`src/hw/rtl/ccq_pkg.sv`:
```
// Shared types and command codes for the coalescing command queue.
package ccq_pkg;

    localparam logic KIND_POST = 1'b0;
    localparam logic KIND_POP  = 1'b1;

    localparam logic [2:0] CMD_LOAD     = 3'd0;
    localparam logic [2:0] CMD_UNLOAD   = 3'd1;
    localparam logic [2:0] CMD_RESIZE   = 3'd2;
    localparam logic [2:0] CMD_RENDER   = 3'd3;
    localparam logic [2:0] CMD_SNAPSHOT = 3'd4;
    localparam logic [2:0] CMD_CALLBACK = 3'd5;
    localparam logic [2:0] CMD_QUIT     = 3'd6;

    typedef struct packed {
        logic        valid;
        logic [2:0]  cmd_type;
        logic [63:0] payload;
    } t_entry;

    typedef struct packed {
        logic shift_all;
        logic merge_shift;
        logic match_en;
        logic write;
    } t_cell_ctl;

endpackage

```
`src/hw/rtl/coalescing_command_queue.sv`:
```
// Top level of the coalescing command queue built as a collapsing chain of slots.
// The result of an accepted input transaction is registered and shown in the cycle after it is accepted.
// Throughput is one transaction per cycle while the result side keeps taking results.
// The cycle time is set by the type-match chain that runs through all slots.
// Synchronous active-low reset empties the queue and clears quit and the output valid flag.
module coalescing_command_queue
    import ccq_pkg::*;
#(
    parameter int QUEUE_DEPTH = 16
) (
    input  logic        i_clk,
    input  logic        i_rst_n,
    input  logic        i_in_valid,
    output logic        o_in_ready,
    input  logic        i_kind,
    input  logic [2:0]  i_cmd_type,
    input  logic [63:0] i_cmd_payload,
    output logic        o_out_valid,
    input  logic        i_out_ready,
    output logic        o_pop_valid,
    output logic [2:0]  o_pop_type,
    output logic [63:0] o_pop_payload,
    output logic        o_dropped_valid,
    output logic [2:0]  o_dropped_type,
    output logic [63:0] o_dropped_payload,
    output logic [4:0]  o_occupancy,
    output logic        o_quit_pending
);

    localparam int CW = $clog2(QUEUE_DEPTH + 1);

    logic [CW-1:0] r_count;
    logic [CW-1:0] n_count;
    logic          r_quit;
    logic          n_quit;
    logic          r_out_valid;
    t_entry        r_pop;
    t_entry        n_pop;
    t_entry        r_drop;
    t_entry        n_drop;
    logic [4:0]    r_occ;

    t_entry        w_entry [QUEUE_DEPTH];
    t_entry        w_dchain [QUEUE_DEPTH+1];
    logic [QUEUE_DEPTH:0]   w_seen;
    logic [QUEUE_DEPTH-1:0] w_valid;
    t_cell_ctl     w_ctl [QUEUE_DEPTH];

    logic          w_accept;
    logic          w_pop;
    logic          w_post;
    logic          w_coal;
    logic          w_merged;
    logic          w_over;
    logic          w_empty;
    logic [CW-1:0] w_tail;
    logic [CW+4:0] w_cnt_ext;

    assign o_in_ready = !r_out_valid || i_out_ready;
    assign w_accept   = i_in_valid && o_in_ready;
    assign w_pop      = w_accept && (i_kind == KIND_POP);
    assign w_post     = w_accept && (i_kind == KIND_POST) && (i_cmd_type <= CMD_CALLBACK);
    assign w_coal     = w_post && (i_cmd_type <= CMD_RENDER);
    assign w_merged   = w_seen[QUEUE_DEPTH];
    assign w_empty    = (r_count == '0);
    assign w_over     = w_post && !w_merged && (r_count == CW'(QUEUE_DEPTH));

    always_comb begin
        if (w_merged) begin
            w_tail = r_count - CW'(1);
        end else if (w_over) begin
            w_tail = CW'(QUEUE_DEPTH - 1);
        end else begin
            w_tail = r_count;
        end
    end

    assign w_seen[0]   = 1'b0;
    assign w_dchain[0] = '0;

    for (genvar gi = 0; gi < QUEUE_DEPTH; gi++) begin : g_cell
        t_entry w_next;

        if (gi < QUEUE_DEPTH - 1) begin : g_mid
            assign w_next = w_entry[gi+1];
        end else begin : g_last
            assign w_next = '0;
        end

        assign w_ctl[gi].shift_all   = w_pop || w_over;
        assign w_ctl[gi].merge_shift = w_coal;
        assign w_ctl[gi].match_en    = w_coal;
        assign w_ctl[gi].write       = w_post && (w_tail == CW'(gi));
        assign w_valid[gi]           = w_entry[gi].valid;

        ccq_cell u_cell (
            .i_clk         (i_clk),
            .i_rst_n       (i_rst_n),
            .i_ctl         (w_ctl[gi]),
            .i_cmd_type    (i_cmd_type),
            .i_cmd_payload (i_cmd_payload),
            .i_next        (w_next),
            .i_seen        (w_seen[gi]),
            .i_drop        (w_dchain[gi]),
            .o_entry       (w_entry[gi]),
            .o_seen        (w_seen[gi+1]),
            .o_drop        (w_dchain[gi+1])
        );
    end

    always_comb begin
        n_count = r_count;
        n_quit  = r_quit;
        n_pop   = '0;
        n_drop  = '0;
        if (w_pop) begin
            if (!w_empty) begin
                n_pop   = w_entry[0];
                n_count = r_count - CW'(1);
            end else if (r_quit) begin
                n_pop = '{valid: 1'b1, cmd_type: CMD_QUIT, payload: 64'd0};
            end
        end else if (w_accept && (i_cmd_type == CMD_QUIT)) begin
            n_quit = 1'b1;
        end else if (w_post) begin
            if (w_merged) begin
                n_drop       = w_dchain[QUEUE_DEPTH];
                n_drop.valid = 1'b1;
            end else if (w_over) begin
                n_drop = w_entry[0];
            end else begin
                n_count = r_count + CW'(1);
            end
        end
    end

    assign w_cnt_ext = (CW+5)'(n_count);

    always_ff @(posedge i_clk) begin
        if (!i_rst_n) begin
            r_count     <= '0;
            r_quit      <= 1'b0;
            r_out_valid <= 1'b0;
        end else begin
            r_count <= n_count;
            r_quit  <= n_quit;
            if (w_accept) begin
                r_out_valid <= 1'b1;
            end else if (i_out_ready) begin
                r_out_valid <= 1'b0;
            end
        end
    end

    always_ff @(posedge i_clk) begin
        if (w_accept) begin
            r_pop  <= n_pop;
            r_drop <= n_drop;
            r_occ  <= w_cnt_ext[4:0];
        end
    end

    assign o_out_valid       = r_out_valid;
    assign o_pop_valid       = r_pop.valid;
    assign o_pop_type        = r_pop.cmd_type;
    assign o_pop_payload     = r_pop.payload;
    assign o_dropped_valid   = r_drop.valid;
    assign o_dropped_type    = r_drop.cmd_type;
    assign o_dropped_payload = r_drop.payload;
    assign o_occupancy       = r_occ;
    assign o_quit_pending    = r_quit;

`ifndef SYNTHESIS
    a_count_bound: assert property (@(posedge i_clk) disable iff (!i_rst_n)
        r_count <= CW'(QUEUE_DEPTH))
        else $error("Queue count exceeds the depth.");

    a_count_matches_cells: assert property (@(posedge i_clk) disable iff (!i_rst_n)
        $countones(w_valid) == int'(r_count))
        else $error("Occupied slots disagree with the queue count.");

    a_quit_sticky: assert property (@(posedge i_clk) disable iff (!i_rst_n)
        r_quit |=> r_quit)
        else $error("Quit flag cleared without reset.");

    a_pop_no_drop: assert property (@(posedge i_clk) disable iff (!i_rst_n)
        r_out_valid |-> !(r_pop.valid && r_drop.valid))
        else $error("One transaction both popped and dropped an entry.");
`endif

endmodule

```
`src/hw/rtl/ccq_cell.sv`:
```
// One queue slot: holds an entry, compares its type and shifts toward the head.
module ccq_cell
    import ccq_pkg::*;
(
    input  logic        i_clk,
    input  logic        i_rst_n,
    input  t_cell_ctl   i_ctl,
    input  logic [2:0]  i_cmd_type,
    input  logic [63:0] i_cmd_payload,
    input  t_entry      i_next,
    input  logic        i_seen,
    input  t_entry      i_drop,
    output t_entry      o_entry,
    output logic        o_seen,
    output t_entry      o_drop
);

    logic        r_valid;
    logic [2:0]  r_type;
    logic [63:0] r_payload;
    logic        w_match;
    logic        w_shift;

    assign w_match = r_valid && i_ctl.match_en && (r_type == i_cmd_type);
    assign o_seen  = i_seen || w_match;
    assign o_entry = '{valid: r_valid, cmd_type: r_type, payload: r_payload};
    assign o_drop  = (w_match && !i_seen) ? o_entry : i_drop;
    assign w_shift = i_ctl.shift_all || (i_ctl.merge_shift && o_seen);

    always_ff @(posedge i_clk) begin
        if (!i_rst_n) begin
            r_valid <= 1'b0;
        end else if (i_ctl.write) begin
            r_valid <= 1'b1;
        end else if (w_shift) begin
            r_valid <= i_next.valid;
        end
    end

    always_ff @(posedge i_clk) begin
        if (i_ctl.write) begin
            r_type    <= i_cmd_type;
            r_payload <= i_cmd_payload;
        end else if (w_shift) begin
            r_type    <= i_next.cmd_type;
            r_payload <= i_next.payload;
        end
    end

endmodule
```
`config.mk`:
```
export PLATFORM = sky130hd
export DESIGN_NAME = coalescing_command_queue
export DESIGN_NICKNAME = d
export VERILOG_FILES = /design/src/hw/rtl/ccq_pkg.sv /design/src/hw/rtl/coalescing_command_queue.sv /design/src/hw/rtl/ccq_cell.sv
export SDC_FILE = /design/constraint.sdc
export NUM_CORES = 2
export LEC_CHECK = 0
export CAP_MARGIN = 25
export CORE_UTILIZATION = 60
export CTS_CLUSTER_SIZE = 16
export DETAILED_ROUTE_END_ITERATION = 10
export DONT_BUFFER_PORTS = 1
export PLACE_DENSITY = 0.86
export SYNTH_ARGS = -nofsm -noshare
export SYNTH_HDL_FRONTEND = slang
export SYNTH_SLANG_ARGS = --single-unit
export TNS_END_PERCENT = 5
```
`constraint.sdc`:
```
create_clock -name i_clk -period 8.7 [get_ports i_clk]
set_input_delay 0.87 -clock i_clk [delete_from_list [all_inputs] [get_ports i_clk]]
set_output_delay 0.87 -clock i_clk [all_outputs]
set_load 0.02 [all_outputs]
```
# After elaboration in Yosys (flattened, before gate mapping)
# Cells that the tools add are included.
# totals
out_inout_bits,144
ff_bits,1236
wordCells,382
in_bits,72
# op_classes
n_reduce_logical,158
eq_ne,33
addsub,2
mux,126
magnitude_cmp,2
bitwise_logic,3
# op_table
op,count
two-way mux 64 bit,32
two-way mux 67 bit,16
two-way mux 68 bit,4
two-way mux 3 bit,32
logical AND 1 bit,87
== test 3 bit,16
== test 5 x 4 -> 1 bit (second input constant),8
two-way mux 5 bit,8
two-way mux 1 bit,34
nonzero test 2 bit,17
logical OR 1 bit,33
== test 5 x 3 -> 1 bit (second input constant),4
logical NOT 1 bit,17
== test 5 x 2 -> 1 bit (second input constant),2
logical NOT 5 bit,2
adder 5 x 1 -> 5 bit (second input constant),1
== test 5 x 1 -> 1 bit (second input constant),1
== test 5 bit (second input constant),1
subtractor 5 x 1 -> 5 bit (second input constant),1
== test 3 bit (second input constant),1
<= comparator 3 x 2 -> 1 bit (second input constant),1
<= comparator 3 bit (second input constant),1
NOT 1 bit,3
OR reduction 3 bit,1
AND reduction 2 bit,1

# Longest topological paths before layout
# logic_depth
depth_word,31
ltp_mapped,17
depth_no_buf,11

# By module
# From an unflattened synthesis, not the netlist that was laid out.
# hier_totals
cells_unflattened,4301
hier_area_um2,68410.6
# modules_own_cells
mod,area_each_um2,instances,cells_each,seq_area_each_um2
ccq_cell,3846.2,16,232,2031.9
coalescing_command_queue,6871.6,1,589,4374.2

# Worst setup path before layout
# OpenSTA, ideal clock, no wires.
# synth_timing
kind,input to register
from,input port i_out_ready
to,register g_cell[7].u_cell.r_payload[0] (enable)
path_stages,7
arrival_time_ns,6.557
slack_ns,1.707
path_cell_list,nand2b_1 -> nand2_1 -> inv_1 -> nand2_1 -> clkbuf_1 -> o2111ai_1 -> nand2b_1
# synth_between
elab_chain_len,30
word_cells_on_any_way,64
classes_between,1 x eq/ne; 2 x mux; 61 x reduce/logical
# synth_lines
element,line_no,text
from (decl),coalescing_command_queue.sv:19,"input logic i_out_ready,"
logical OR 1 bit *,coalescing_command_queue.sv:59,assign o_in_ready = !r_out_valid || i_out_ready;
logical AND 1 bit *,coalescing_command_queue.sv:60,assign w_accept = i_in_valid && o_in_ready;
net w_accept,coalescing_command_queue.sv:49,logic w_accept;
logical AND 1 bit (2 in series),coalescing_command_queue.sv:62,assign w_post = w_accept && (i_kind == KIND_POST) && (i_cmd_type <= CMD_CALLBACK);
logical AND 1 bit,coalescing_command_queue.sv:63,assign w_coal = w_post && (i_cmd_type <= CMD_RENDER);
logical AND 1 bit (2 in series),ccq_cell.sv:24,assign w_match = r_valid && i_ctl.match_en && (r_type == i_cmd_type);
logical OR 1 bit (15 in series),ccq_cell.sv:25,assign o_seen = i_seen || w_match;
logical NOT 1 bit,coalescing_command_queue.sv:66,assign w_over = w_post && !w_merged && (r_count == CW'(QUEUE_DEPTH));
logical AND 1 bit (2 in series),coalescing_command_queue.sv:66,
two-way mux 5 bit,coalescing_command_queue.sv:71,end else if (w_over) begin
two-way mux 5 bit,coalescing_command_queue.sv:69,if (w_merged) begin
== test 5 x 3 -> 1 bit,coalescing_command_queue.sv:93,assign w_ctl[gi].write = w_post && (w_tail == CW'(gi));
logical AND 1 bit,coalescing_command_queue.sv:93,
nonzero test 2 bit (no source line) *,n/a,
to (signal assigned),ccq_cell.sv:43,r_payload <= i_cmd_payload;
to (signal assigned),ccq_cell.sv:46,r_payload <= i_next.payload;
to (decl),ccq_cell.sv:20,logic [63:0] r_payload;
# Mark *: on every way through the listed nets, which the timed path passes. The rest lies on a longest branch.
# A chain may end at the register's enable or synchronous reset.

# Worst setup path in the final report
# layout_timing
from,register r_out_valid (netlist: o_out_valid)
to,register g_cell[7].u_cell.r_payload[26] (enable)
# layout_between
elab_chain_len,31
word_cells_on_any_way,65
classes_between,1 x eq/ne; 2 x mux; 62 x reduce/logical
# layout_lines
element,line_no,text
from (decl),coalescing_command_queue.sv:36,logic r_out_valid;
from (signal assigned),coalescing_command_queue.sv:143,r_out_valid <= 1'b0;
from (signal assigned),coalescing_command_queue.sv:148,r_out_valid <= 1'b1;
from (signal assigned),coalescing_command_queue.sv:150,r_out_valid <= 1'b0;
logical NOT 1 bit *,coalescing_command_queue.sv:59,
logical OR 1 bit *,coalescing_command_queue.sv:59,
net o_in_ready,coalescing_command_queue.sv:14,"output logic o_in_ready,"
logical AND 1 bit *,coalescing_command_queue.sv:60,
logical AND 1 bit (2 in series),coalescing_command_queue.sv:62,
logical AND 1 bit,coalescing_command_queue.sv:63,
logical AND 1 bit (2 in series),ccq_cell.sv:24,
logical OR 1 bit (15 in series),ccq_cell.sv:25,
logical NOT 1 bit,coalescing_command_queue.sv:66,
logical AND 1 bit (2 in series),coalescing_command_queue.sv:66,
two-way mux 5 bit,coalescing_command_queue.sv:71,
two-way mux 5 bit,coalescing_command_queue.sv:69,
== test 5 x 3 -> 1 bit,coalescing_command_queue.sv:93,
logical AND 1 bit,coalescing_command_queue.sv:93,
nonzero test 2 bit (no source line) *,n/a,
# Marked as above.

==> results.toml <==
[outcome]
status = "completed"

[global_routing]
overflow = 0
grt_max_degree = 86
grt_pass1_vias = 39400
groute.usage.overall = 0.366
grt_first_pass_wirelength_um = 268000
antenna_found_initial = 8

[logic_synthesis]
synth-edff-count = 1213
ys.flop_type = "edfxtp_1"
synthesis.nets = 4064
yosysTopAreaCell = "edfxtp_1"
seq_area_frac_synth = 0.622
avgSynthCellArea_um2 = 14.9
ys_ff_latch = 1236
synth_area_leaders = "edfxtp_1, mux2_2, a222oi_1"
yosys_warnings = 0
syn-instance-count = 3988
synth_area_um2 = 59300
synthDistinctLibCells = 79
async_reset_ff_frac = 0
synth_top_cell_area_share = 0.615

[drt]
ant_nets = 0
drc = 0
highest_layer = "met5"
wl_per_cell_um = 35.7
wl_met1_um = 62200
firstDrtPassIters = 10
routed_via_density = 7.65
wl_met2_um = 82700
routed-via-count = 39900
drtIter0Drc = 7440
wl_met3_um = 30700
wirelength_um = 186000

[critical_path]
required_ns = 9.04
cp_common_cell = "buf_4"
cpPeakStageDelay_ns = 0.83
setup.worst_path.start_class = "flip-flop"
end_kind = "flip-flop"
cp_slowest_cell = "nand2b_4"
rrSetupSlack_ns = 1.23
startpoint = "o_out_valid"
cp_data_arrival_time_ns = 7.81
cp_max_fo = 70
path_cells = "nand2b_1, nand3_1, a21oi_1, nor3_1, and4_4, clkinv_1, ha_1, mux2_2, nor4b_4, buf_4, nand2_4, nand2b_4, buf_4"
r2r-start = "o_out_valid"
path_class = "reg -> reg"

[clock_network]
cts_setup_buffers = 0
hold_buffers = 0
clock_tree.root_cell = "clkbuf_16"
cts.clk_slew.worst_paths_ns = 0.06
cts.sinks = 1236
cts_tree = "yes"
cts_resized = 0
clockBufferDepth = 3
clock_latency_ns = 0.73
htreeDepth = 3
numCtsBuffers = 119

[run]
drv_cap = 0

[die]
row_count = 114
die_w_um = 316
core_um2 = 97300
fp.dieArea_um2 = 100000
io_pins = 216
start_util = 0.609
die_h_um = 316

[timing]
max_freq_mhz = 134
period_share = 0.859
finalSetupViolations = 0
final_hold_viol_count = 0
slew_headroom = 0.206
tightestPinTransition_ns = 1.19
final.setup.worst_slack_ns = 1.23
rsz0062_at_grt = "no"
period_needed_ns = 7.47
slew_violations = 0
fin_skew_ns = 0.0361
tns_ns = 0
whs_ns = 0.268

[placed_design]
post_dp_cell_area_um2 = 60300
portBuffers = 0
place.gp.congestion = 0.947
pre_cts_ws_ns = 1.00
dp_hpwl_um = 108000

[pwr]
p_leak_uw = 0.0220
power_density_nw_per_um2 = 205
irDropWorstVdd_mv = 0.175

[worst_hold_path]
min_from = "i_rst_n"
hold_path_class = "in -> reg"

[final_layout]
final_cell_area_um2 = 64300
layout.nets = 3906
drive_above_1_share = 0.342
area_growth_pct = 8.53
-- where the power goes --
| part | internal (uW) | switching, uW |
|---|---|---|
| Clock | 3030 | 2320 |
| Combinational | 249 | 430 |
| Sequential | 6900 | 242 |
| Total | 10200 | 2990 |
-- worst max-delay path: cells and delay by family, from the launching register on --
kind,cells,cell delay (ns)
DFF,1,0.45
and+or+nand+nor,7,3.79
adders and majority gates,1,0.37
buffers and inverters,3,1.78
AOI/OAI and AO/OA,1,0.32
muxes,1,0.29
-- synth_stat cells, drive strengths merged (5+ instances only) --
master   instances
a2111o           5
a211oi          35
a21boi          13
a21oi           81
a221o           55
a221oi          41
a222oi         136
a22o            53
a22oi           66
a31oi           29
and2            24
and3           141
and4            11
buf            134
clkbuf         246
dfxtp           23
edfxtp        1213
inv             14
mux2          1006
mux2i           16
nand2          158
nand2b           9
nand3           77
nand4           20
nor2            83
nor3            20
nor4            13
o2111ai          7
o211ai          15
o21a            17
o21ai           79
o221ai          10
o22ai           10
o311a           16
o31ai            6
or2              7
or3              8
xnor2           42
xor2             5
-- worst paths after layout --
kind	cells after the start	to
worst max-delay path	13	g_cell[7].u_cell.r_payload[26]
worst min-delay path	1	r_count[0]
worst max register to register	13	g_cell[7].u_cell.r_payload[26]
worst min register to register	2	g_cell[12].u_cell.r_valid
-- cells in the final DEF, fill, tap and decap left out, drive strengths merged, types with 24 or more instances in the layout --
cell | netlist | routed
a221oi | 41 | 41
a221o | 55 | 55
a21oi | 81 | 81
a31oi | 29 | 29
nand2 | 158 | 158
nor2 | 83 | 83
and3 | 141 | 141
nand3 | 77 | 77
and2 | 24 | 24
o21ai | 79 | 79
clkbuf | 246 | 135
clkinv | 1 | 70
a22oi | 66 | 66
mux2 | 1006 | 1006
a211oi | 35 | 35
a222oi | 136 | 136
a22o | 53 | 53
edfxtp | 1213 | 1213
xnor2 | 42 | 42
buf | 134 | 101
-- flip-flops by register name (all words and copies together) (netlist names) --
signal and flops:
g_cell.u_cell.r_payload 1024, o_dropped_payload 64, o_pop_payload 64, g_cell.u_cell.r_type 48
g_cell.u_cell.r_valid 16, o_occupancy 5, r_count 5, o_dropped_type 3
o_pop_type 3, o_dropped_valid 1, o_out_valid 1, o_pop_valid 1
o_quit_pending 1
-- kinds of logic after synthesis --
| family | synth area share |
|---|---|
| AOI/OAI and AO/OA | 0.0932 |
| xor gates and xnor gates | 0.00695 |
| DFF | 0.622 |
| adders and majority gates | 0.000844 |
| buffers and inverters | 0.0290 |
| and+or+nand+nor | 0.0517 |
| muxes | 0.196 |
-- area by class of cell --
type | instances | area [um2]
fill | 6417 | 33000
clock buffer | 135 | 3080
tap | 1276 | 1600
sequential | 1236 | 36900
clock inverter | 90 | 866
multi-input combinational | 2357 | 20900
inverter | 15 | 61.3
antenna | 2 | 5.00
timing repair buffer | 101 | 896
-- per-stage QoR --
stage	utilization	power (uW)	cells
floorplan	-	7650	3988
global placement	0.619	7860	4977
detailed placement	0.620	7900	4981
CTS	0.660	13100	5206
global route	0.661	13400	5210
finish	0.661	13200	5212
-- layer usage --
metal / global-route usage / vias up
met4: 0.177 / 8
li1: - / 15800
met1: 0.473 / 19600
met2: 0.559 / 3770
met5: 0 / -
met3: 0.121 / 731
Power figures use the tool's default switching activity.
